**src/bda_pkg.sv**
```systemverilog
// Package for the button debounce and auto-repeat block.
// Shared types, register indexes and sizing constants; no dependencies.
package bda_pkg;

    // Number of key channels handled per tick (1 to 32)
    localparam int CHANNELS = 8;
    localparam int CH_IDX_W = (CHANNELS > 1) ? $clog2(CHANNELS) : 1;

    // Physical pin word and fixed field widths
    localparam int PIN_W   = 8;
    localparam int CHAN_W  = 3;
    localparam int TIME_W  = 32;
    localparam int CNT_W   = 16;
    localparam int IVL_W   = 16;

    // Configuration port
    localparam int CFG_ADDR_W = 3;
    localparam int CFG_DATA_W = 16;

    localparam logic [CFG_ADDR_W-1:0] REG_DEBOUNCE   = 3'd0;
    localparam logic [CFG_ADDR_W-1:0] REG_RPT_FIRST  = 3'd1;
    localparam logic [CFG_ADDR_W-1:0] REG_RPT_SECOND = 3'd2;
    localparam logic [CFG_ADDR_W-1:0] REG_RPT_PERIOD = 3'd3;
    localparam logic [CFG_ADDR_W-1:0] REG_POLARITY   = 3'd4;

    // Output word: 87 bits of fields, padded to 88
    localparam int OUT_W = 88;

    // Auto-repeat stage
    typedef enum logic [1:0] {
        STG_FIRST  = 2'd0,
        STG_SECOND = 2'd1,
        STG_PERIOD = 2'd2
    } t_rpt_stage;

    // Per-channel state record
    typedef struct packed {
        logic              raw_prev;
        logic [TIME_W-1:0] stable_since;
        logic              pressed;
        logic [TIME_W-1:0] press_start;
        logic [TIME_W-1:0] release_start;
        t_rpt_stage        stage;
        logic [TIME_W-1:0] repeat_mark;
        logic [CNT_W-1:0]  press_tally;
        logic [CNT_W-1:0]  release_tally;
        logic [CNT_W-1:0]  repeat_tally;
    } t_chan_state;

    // Timing configuration seen by the update unit
    typedef struct packed {
        logic [IVL_W-1:0] debounce;
        logic [IVL_W-1:0] rpt_first;
        logic [IVL_W-1:0] rpt_second;
        logic [IVL_W-1:0] rpt_period;
    } t_timing_cfg;

    // Per-channel result fields
    typedef struct packed {
        logic              level;
        logic              press_edge;
        logic              release_edge;
        logic              repeat_edge;
        logic [CNT_W-1:0]  press_total;
        logic [CNT_W-1:0]  release_total;
        logic [CNT_W-1:0]  repeat_total;
        logic [TIME_W-1:0] held_ticks;
    } t_chan_result;

endpackage

```
**src/bda_chan_unit.sv**
```systemverilog
// Shared per-channel update unit: debounce, edge detection and auto-repeat.
// Purely combinational; used once per channel by the sequencer. Uses bda_pkg.
module bda_chan_unit (
    input  bda_pkg::t_chan_state  i_state,
    input  logic                  i_reading,
    input  logic [31:0]           i_cur,
    input  bda_pkg::t_timing_cfg  i_cfg,
    output bda_pkg::t_chan_state  o_state,
    output bda_pkg::t_chan_result o_result
);
    import bda_pkg::*;

    t_chan_state       s_deb;
    t_chan_state       s_rpt;
    logic [TIME_W-1:0] stable_age;
    logic [TIME_W-1:0] mark_age;
    logic [TIME_W-1:0] start_sel;
    logic [IVL_W-1:0]  ivl;
    logic              pe;
    logic              re;
    logic              rp;

    // Debounce and press/release acceptance
    always_comb begin
        s_deb = i_state;
        pe    = 1'b0;
        re    = 1'b0;
        if (i_reading != i_state.raw_prev) begin
            s_deb.raw_prev     = i_reading;
            s_deb.stable_since = i_cur;
        end
        stable_age = i_cur - s_deb.stable_since;
        if (stable_age >= TIME_W'(i_cfg.debounce)) begin
            if (i_reading && !i_state.pressed) begin
                s_deb.pressed     = 1'b1;
                s_deb.press_start = i_cur;
                s_deb.stage       = STG_FIRST;
                s_deb.repeat_mark = i_cur;
                s_deb.press_tally = i_state.press_tally + CNT_W'(1);
                pe                = 1'b1;
            end else if (!i_reading && i_state.pressed) begin
                s_deb.pressed       = 1'b0;
                s_deb.release_start = i_cur;
                s_deb.stage         = STG_FIRST;
                s_deb.release_tally = i_state.release_tally + CNT_W'(1);
                re                  = 1'b1;
            end
        end
    end

    // Auto-repeat while held
    always_comb begin
        s_rpt = s_deb;
        rp    = 1'b0;
        unique case (s_deb.stage)
            STG_FIRST:  ivl = i_cfg.rpt_first;
            STG_SECOND: ivl = i_cfg.rpt_second;
            STG_PERIOD: ivl = i_cfg.rpt_period;
            default:    ivl = i_cfg.rpt_period;
        endcase
        mark_age = i_cur - s_deb.repeat_mark;
        if (s_deb.pressed && (ivl != '0) && (mark_age >= TIME_W'(ivl))) begin
            s_rpt.repeat_mark  = i_cur;
            s_rpt.repeat_tally = s_deb.repeat_tally + CNT_W'(1);
            rp                 = 1'b1;
            unique case (s_deb.stage)
                STG_FIRST:  s_rpt.stage = STG_SECOND;
                STG_SECOND: s_rpt.stage = STG_PERIOD;
                STG_PERIOD: s_rpt.stage = STG_PERIOD;
                default:    s_rpt.stage = STG_PERIOD;
            endcase
        end
    end

    // Result fields
    assign start_sel = s_rpt.pressed ? s_rpt.press_start : s_rpt.release_start;
    assign o_state   = s_rpt;

    always_comb begin
        o_result.level         = s_rpt.pressed;
        o_result.press_edge    = pe;
        o_result.release_edge  = re;
        o_result.repeat_edge   = rp;
        o_result.press_total   = s_rpt.press_tally;
        o_result.release_total = s_rpt.release_tally;
        o_result.repeat_total  = s_rpt.repeat_tally;
        o_result.held_ticks    = i_cur - start_sel;
    end

endmodule

```
**src/bda_state_bank.sv**
```systemverilog
// Per-channel state store: one record per channel, read and written at the
// channel the sequencer is working on. Uses bda_pkg.
module bda_state_bank (
    input  logic                           i_clk,
    input  logic                           i_rst_n,
    input  logic [bda_pkg::CH_IDX_W-1:0]   i_idx,
    input  logic                           i_we,
    input  bda_pkg::t_chan_state           i_wr_state,
    output bda_pkg::t_chan_state           o_rd_state
);
    import bda_pkg::*;

    t_chan_state r_bank [CHANNELS];

    // Write back the updated record; reset clears every channel
    always_ff @(posedge i_clk) begin
        if (!i_rst_n) begin
            for (int k = 0; k < CHANNELS; k++) begin
                r_bank[k] <= '0;
            end
        end else if (i_we) begin
            r_bank[i_idx] <= i_wr_state;
        end
    end

    assign o_rd_state = r_bank[i_idx];

endmodule

```
**src/button_debounce_autorepeat.sv**
```systemverilog
// Button debounce with three-stage auto-repeat: top level.
// Holds the configuration registers, the channel sequencer and the output
// register. Uses bda_pkg, bda_state_bank and bda_chan_unit.
//
// Each accepted input word is one millisecond tick carrying the raw pin levels.
// The block then walks the channels in order, one per clock cycle unless the
// output register is full and not taken, through a single shared update unit,
// and emits one output word per channel with tlast on the final channel.
// Each tick word is taken in idle, then each channel goes through the update
// unit in turn. The input is ready only between ticks, so a new word is not
// taken until the final channel of the previous tick has been stepped.
// Configuration writes are meant for idle periods and take effect at once.
module button_debounce_autorepeat (
    input  logic                            i_clk,
    input  logic                            i_rst_n,
    // configuration write port
    input  logic                            i_cfg_we,
    input  logic [bda_pkg::CFG_ADDR_W-1:0]  i_cfg_addr,
    input  logic [bda_pkg::CFG_DATA_W-1:0]  i_cfg_data,
    // input stream
    input  logic                            s_axis_tvalid,
    output logic                            s_axis_tready,
    input  logic [7:0]                      s_axis_tdata,  // [7:0] pin_levels
    // output stream
    output logic                            m_axis_tvalid,
    input  logic                            m_axis_tready,
    // [2:0] channel, [3] level, [4] press_edge, [5] release_edge,
    // [6] repeat_edge, [22:7] press_total, [38:23] release_total,
    // [54:39] repeat_total, [86:55] held_ticks, [87] zero pad
    output logic [bda_pkg::OUT_W-1:0]       m_axis_tdata,
    output logic                            m_axis_tlast   // last_channel
);
    import bda_pkg::*;

    localparam int IDX_XW = CH_IDX_W + CHAN_W;

    typedef enum logic {
        ST_IDLE,
        ST_RUN
    } t_seq_state;

    t_seq_state           r_state;
    logic [CH_IDX_W-1:0]  r_idx;
    logic [TIME_W-1:0]    r_tick;
    logic [PIN_W-1:0]     r_pins;
    t_timing_cfg          r_cfg;
    logic [PIN_W-1:0]     r_polarity;
    logic                 r_out_valid;
    logic [OUT_W-1:0]     r_out_data;
    logic                 r_out_last;

    t_chan_state          cur_state;
    t_chan_state          upd_state;
    t_chan_result         res;
    logic [IDX_XW-1:0]    idx_x;
    logic                 pin_bit;
    logic                 pol_bit;
    logic                 reading;
    logic                 advance;
    logic                 at_last;
    logic                 in_take;

    // Configuration registers
    always_ff @(posedge i_clk) begin
        if (!i_rst_n) begin
            r_cfg.debounce   <= IVL_W'(10);
            r_cfg.rpt_first  <= IVL_W'(60);
            r_cfg.rpt_second <= IVL_W'(250);
            r_cfg.rpt_period <= IVL_W'(200);
            r_polarity       <= '1;
        end else if (i_cfg_we) begin
            unique case (i_cfg_addr)
                REG_DEBOUNCE:   r_cfg.debounce   <= i_cfg_data;
                REG_RPT_FIRST:  r_cfg.rpt_first  <= i_cfg_data;
                REG_RPT_SECOND: r_cfg.rpt_second <= i_cfg_data;
                REG_RPT_PERIOD: r_cfg.rpt_period <= i_cfg_data;
                REG_POLARITY:   r_polarity       <= i_cfg_data[PIN_W-1:0];
                default:        ;
            endcase
        end
    end

    // Pressed reading of the current channel; channels past the pin word read as pressed
    assign idx_x   = IDX_XW'(r_idx);
    assign pin_bit = (idx_x < IDX_XW'(PIN_W)) ? r_pins[idx_x[CHAN_W-1:0]] : 1'b0;
    assign pol_bit = (idx_x < IDX_XW'(PIN_W)) ? r_polarity[idx_x[CHAN_W-1:0]] : 1'b0;
    assign reading = (pin_bit == pol_bit);

    assign in_take = s_axis_tvalid && s_axis_tready;
    assign advance = (r_state == ST_RUN) && (!r_out_valid || m_axis_tready);
    assign at_last = (r_idx == CH_IDX_W'(CHANNELS - 1));

    bda_state_bank u_bank (
        .i_clk      (i_clk),
        .i_rst_n    (i_rst_n),
        .i_idx      (r_idx),
        .i_we       (advance),
        .i_wr_state (upd_state),
        .o_rd_state (cur_state)
    );

    bda_chan_unit u_unit (
        .i_state  (cur_state),
        .i_reading(reading),
        .i_cur    (r_tick),
        .i_cfg    (r_cfg),
        .o_state  (upd_state),
        .o_result (res)
    );

    // Sequencer and output register
    always_ff @(posedge i_clk) begin
        if (!i_rst_n) begin
            r_state     <= ST_IDLE;
            r_idx       <= '0;
            r_tick      <= '0;
            r_out_valid <= 1'b0;
        end else begin
            // a new word loads on advance, otherwise a taken word empties the register
            if (advance) begin
                r_out_valid <= 1'b1;
            end else if (m_axis_tready) begin
                r_out_valid <= 1'b0;
            end
            unique case (r_state)
                ST_IDLE: begin
                    if (in_take) begin
                        r_pins  <= s_axis_tdata;
                        r_idx   <= '0;
                        r_state <= ST_RUN;
                    end
                end
                ST_RUN: begin
                    if (advance) begin
                        r_out_last  <= at_last;
                        r_out_data  <= {1'b0, res.held_ticks, res.repeat_total,
                                        res.release_total, res.press_total,
                                        res.repeat_edge, res.release_edge,
                                        res.press_edge, res.level,
                                        idx_x[CHAN_W-1:0]};
                        if (at_last) begin
                            r_idx   <= '0;
                            r_tick  <= r_tick + TIME_W'(1);
                            r_state <= ST_IDLE;
                        end else begin
                            r_idx <= r_idx + CH_IDX_W'(1);
                        end
                    end
                end
                default: r_state <= ST_IDLE;
            endcase
        end
    end

    assign s_axis_tready = (r_state == ST_IDLE);
    assign m_axis_tvalid = r_out_valid;
    assign m_axis_tdata  = r_out_data;
    assign m_axis_tlast  = r_out_last;

    // Checks
    a_busy_after_take: assert property (@(posedge i_clk) disable iff (!i_rst_n)
        in_take |=> !s_axis_tready)
        else $error("input ready again right after a tick was taken");

    a_last_is_final_chan: assert property (@(posedge i_clk) disable iff (!i_rst_n)
        (m_axis_tvalid && m_axis_tlast) |-> (m_axis_tdata[2:0] == CHAN_W'(CHANNELS - 1)))
        else $error("tlast on a word that is not the final channel");

    a_edges_exclusive: assert property (@(posedge i_clk) disable iff (!i_rst_n)
        m_axis_tvalid |-> !(m_axis_tdata[4] && m_axis_tdata[5]))
        else $error("press and release accepted in the same tick");

    a_repeat_needs_press: assert property (@(posedge i_clk) disable iff (!i_rst_n)
        (m_axis_tvalid && m_axis_tdata[6]) |-> m_axis_tdata[3])
        else $error("repeat event on a released channel");

    a_tick_steps_at_end: assert property (@(posedge i_clk) disable iff (!i_rst_n)
        (advance && at_last) |=> (r_tick == $past(r_tick) + TIME_W'(1)))
        else $error("tick counter did not advance at end of tick");

endmodule

```
**config.mk**
```make
export PLATFORM = sky130hd
export DESIGN_NAME = button_debounce_autorepeat
export DESIGN_NICKNAME = d
export VERILOG_FILES = /design/src/bda_pkg.sv /design/src/bda_chan_unit.sv /design/src/bda_state_bank.sv /design/src/button_debounce_autorepeat.sv
export SDC_FILE = /design/constraint.sdc
export NUM_CORES = 2
export LEC_CHECK = 0
export ABC_CLOCK_PERIOD_IN_PS = 19250
export BUFFER_PORTS_ARGS = -buffer_cell sky130_fd_sc_hd__buf_2
export CORE_AREA = 2 2 290 508
export DETAILED_ROUTE_END_ITERATION = 8
export DIE_AREA = 0 0 292 510
export GPL_ROUTABILITY_DRIVEN = 1
export GPL_TIMING_DRIVEN = 0
export PLACE_DENSITY = 0.73
export SKIP_LAST_GASP = 1
export SYNTH_ARGS = -nofsm -noshare
export SYNTH_HDL_FRONTEND = slang
export SYNTH_HIERARCHICAL = 1
export SYNTH_SLANG_ARGS = --single-unit
```
**constraint.sdc**
```tcl
create_clock -name i_clk -period 19.25 [get_ports i_clk]
set_clock_uncertainty 0.05 [all_clocks]
set_input_delay 0.9625 -clock i_clk [delete_from_list [all_inputs] [get_ports i_clk]]
set_output_delay 0.9625 -clock i_clk [all_outputs]
set_load 0.02 [all_outputs]
```
Yosys cells after proc, flatten, opt, wreduce, memory -nomap -nowiden. Memory sizes are Yosys's and may differ from the RTL's. A register that Yosys moved wholly into a read port is not among the register bits. Cells that the tools add are included.

Bitwise gates (word level): 2. Magnitude comparators: 4. Muxes and demuxes: 44. Reductions and logical operators: 25. Eq/ne operators: 10. $add $sub $neg: 8.

Operator list (count): 2-to-1 mux 180 bit (1); OR reduction 180 bit (1); 2-to-1 mux 131 bit (1); 2-to-1 mux 32 bit (3); subtractor 32 bit (3); 2-to-1 mux 34 bit (2); >= comparator 32 x 16 -> 1 bit (2); adder 16 x 1 -> 16 bit (second input constant) (3); 2-to-1 mux 16 bit (3); 2-to-1 mux 48 bit (1); 2-to-1 mux 33 bit (1); adder 32 x 1 -> 32 bit (second input constant) (1); case mux 16 bit (2 select lines) (1); 2-to-1 mux 1 bit (19); 2-to-1 mux 3 bit (6); nonzero test 16 bit (1); AND reduction 2 bit (6); AND reduction 3 bit (3); less-than comparator 3 x 4 -> 1 bit (second input constant) (2); binary-select mux 1 bit (select 3 bit) (2); equality test 3 x 2 -> 1 bit (second input constant) (2); equality test 3 bit (second input constant) (2); logical AND 1 bit (6); case mux 3 bit (2 select lines) (1); 15 further kinds (20).

Register bits after elaboration: 205. Output and inout port bits: 91. RAM bits: 1440. Memories: 1.

Memory list: u_bank.r_bank (depth 8, width 180, read ports 1, clocked after memory_dff 1, write ports 8, line bda_state_bank.sv:13) `t_chan_state r_bank [CHANNELS];`.

Longest topological paths before layout.
Depth in word-level cells: 16. Gate-level depth with buffers: 71. Mapped depth without buffers: 61.

By module. Netlist, hierarchy kept.

By module, submodules not included: bda_state_bank (times used 1, area each 63993.9 sq um, cells an instance 3821, seq. area each 43241.5 sq um); bda_chan_unit (times used 1, area each 10692.8 sq um, cells an instance 1676, seq. area each 0.0 sq um); button_debounce_autorepeat (times used 1, area each 7402.1 sq um, cells an instance 619, seq. area each 5064.9 sq um).

Worst setup path before layout. OpenSTA, ideal clock, no wires.

Kind: input port to flip-flop. Start point: input port m_axis_tready. End point: memory u_bank/r_bank[6][0] (netlist name), enable pin. Slack: 4.003 ns. Stages on the path: 5. Data arrival time: 14.228 ns. Library setup time: 0.969 ns. Buffers on the path: 0. Cell sequence: nand2b_1 > nand2_1 > inv_1 > nand3_2 > o21ai_0.

RTL lines: start: declaration (line button_debounce_autorepeat.sv:26) `input logic m_axis_tready,`; end: declaration (line bda_state_bank.sv:13).

==> run summary <==
status - finished, violations left
failing checks - max-capacitance violations, max-slew violations
RR Startpoint - r_idx[2]
largest family of logic cells by synthesized area - simple AND/OR/NAND/NOR gates
fraction of layout cells with a size suffix above 1 - 0.190
Synth area leader - edfxtp_1
Core Rows - 185
Crit path top cell by count - ha_1
Simple-Gate Fraction of Synth Area - 0.175
CTS tree - built
Post-Place Cells - 8178
routed vias/inst - 6.28
initial antenna violation count - 16
cell area after synthesis - 0.0821 mm^2
Initial Util - 0.567
CORE AREA - 0.145 mm^2
DR pass1 iterations - 7
Critical Path End Type - register
share of the synthesized area in the top cell type - 0.562
Clock Latency Late Sink - 0.80 ns
CTS Hold Buffers Added - 0
Slowest Stage Delay on Critical Path - 0.58 ns
routed via count - 53145
fin crit share - 0.971
async set-or-reset flop fraction in the synthesized netlist - 0
non-filler cells, final - 8464
CP required - 19.75 ns
Netlist cell types - 99
Area growth syn-to-layout - 11.8%
slowest CP cell - a2111oi_2
root buf cell - clkbuf_16
HP Start - s_axis_tdata[2]
Final HPWL DP - 182 mm
clock buffer depth - 3
CP arrival - 19.19 ns
YS warnings - 6
clock transition at the registers of the reported paths - 0.06 ns
Port-buffer cells - 120
xor-xnor portion of the synthesized cell area - 0.0142
grt ovf - 0
worst vdd ir - 0.0909 mV
die area - 0.149 mm^2
Fill cells - 10600
sum of negative setup slack - 0 ns
Hold WC Path Type - in2reg
drt drc - 0
Routed WL per cell - 30.3 um
final hold vios - 0
DRT iter0 DRCs - 5234
Slew Limit Fails - 68
H-tree depth - 4
compound-cell area share of the yosys netlist - 0.0444
I/O pin count - 123
P_leak - 34.8 nW
final worst path period need - 18.69 ns
slew of the pin with the lowest slew margin - 1.57 ns
startpoint types - register
CP Launch Point - r_idx[2]
Total Routing Usage GR - 0.346
PnR worst setup slack - 0.555 ns
Syn Inst Count - 6116
die height - 510 um
register area share after synthesis - 0.588
max_cap viols - 6
largest net degree at the start of global routing - 50
Post-Syn Nets - 6270
Design Power - 8.30 mW
most area-consuming cells after synthesis - edfxtp_1, and2_1, mux4_2, nand2_1, dfxtp_1
total clock buffers created by CTS - 148
mux cell area share after synthesis - 0.126
register bit count reported by yosys - 1645
EDFF count, synth - 1536
vias in the first global route - 54005
final net count - 6619
Post-synth top flop - edfxtp_1
first-pass GRT wire length - 366 mm
GP Congestion - 0.982
Slew Limit Headroom - -0.0477
Crit Path Max Fanout - 10
Mean Syn Cell Area - 13.4 um^2
Die W - 292 um
maximum clock frequency - 53.5 MHz
Routed Antenna Nets - 0
Setup WS pre-CTS - -3.60 ns
Routed WL - 257 mm
Cell Pwr Density - 90.4 mW/mm^2
Final Setup Violations - 0
clk sinks - 1645
adder-cell share of the synthesized area - 0.0198
crit path kind - reg2reg
repair_timing:
action | CTS | global route
gates resized for setup | 39 | 14
setup buffers | 2 | 5
endpoints found under the setup margin | 417 | 417
pin swaps | 1 | 2
worst max-delay path: cells and delay by family (launching register included):
kind	cells	cell delay (ns)
AOI/OAI and AO/OA	28	7.53
buffers and inverters	15	3.95
and+or+nand+nor	13	2.99
adders and majority gates	6	1.65
muxes	4	1.42
DFF	1	0.46
xor gates and xnor gates	2	0.31
state kept, by name (all words and copies together) (netlist names):
signal and cells:
u_bank/r_bank 1440, m_axis_tdata 87, r_cfg 64, r_tick 32, r_pins 8, r_polarity 8
r_idx 3, m_axis_tlast 1, m_axis_tvalid 1, r_state 1
through the flow:
step                      hold WS (ns)   util  cell area (um^2)
after CTS                        0.245  0.634             91700
after detailed placement         0.401  0.600             86800
after global placement           0.394  0.588             85000
after global routing             0.265  0.634             91800
final                            0.299  0.635             91800
after floorplan                  0.382      -             82100
worst paths after layout:
kind | depth (start not counted) | slack, ns | end
worst max-delay path | 68 | 0.56 | u_bank/r_bank[4][48]
worst min-delay path | 1 | 0.30 | r_pins[2]
worst max register to register | 68 | 0.56 | u_bank/r_bank[4][48]
worst min register to register | 2 | 0.41 | r_cfg[26]
synthesized netlist by cell type (all sizes together) (12+ instances only):
library cell	instances
and2	1477
o21a	18
o22ai	22
edfxtp	1536
mux4	363
dfxtp	109
o21bai	12
nor2	147
clkbuf	251
nand4	39
a211oi	17
xnor2	77
nor2b	33
or3	17
o31ai	14
o21ai	105
mux2	142
a21boi	98
xor2	56
and3	31
mux2i	59
a21oi	98
nor3	46
nand3	78
nand2	616
nand2b	29
ha	120
inv	97
nand3b	22
a21o	66
buf	171
kinds of logic after synthesis:
group	Yosys count
adder cells (fa/ha/maj)	130
multiplexers	564
AO/OA/AOI/OAI	538
buffers and inverters	520
AND/OR/NAND/NOR	2585
other	1
flip-flops	1645
XOR/XNOR	133
power breakdown:
group	switching [mW]	total [mW]	internal [mW]
Sequential	0.0384	4.08	4.05
Combinational	0.777	1.21	0.435
Clock	1.34	3.00	1.66
Total	2.16	8.30	6.14
metal layers:
layer,GRT usage,part of all wire,up-vias
li1,-,-,22896
met1,0.387,0.34,26730
met2,0.585,0.49,2722
met3,0.0666,0.082,789
met4,0.266,0.090,8
met5,0,0.00021,-
cell usage in the layout (no fill, tap or decap), types with 28 or more instances in the layout:
master     instances
nor3_1            43
buf_16            29
ha_1             120
nor2b_1           33
buf_4             86
and3_1            29
clkinv_1          29
and2_1          1477
xnor2_1           77
o21ai_0           93
clkbuf_1         193
nand2_1          615
a21boi_0          93
buf_12            39
clkinv_2          28
a21o_1            66
xor2_1            56
mux4_2           363
a21oi_1           76
buf_2            175
nor2_1           141
dfxtp_1          107
edfxtp_1        1536
clkbuf_2          86
mux2i_1           59
buf_6             34
inv_1             94
mux2_2           137
nand4_1           38
nand3_1           74
clkbuf_16        150
layout make-up:
class,count,area (um^2),share of cell area
Sequential cell,1645,48300,0.526
Multi-Input combinational cell,3951,31400,0.342
Clock buffer,182,3890,0.0424
Tap cell,1870,2340,0.0255
Buffer,422,2310,0.0252
Timing Repair Buffer,199,2270,0.0248
Clock inverter,87,915,0.00996
Inverter,98,368,0.00401
Antenna cell,10,25.0,0.000273
Power figures use the tool's default switching activity.
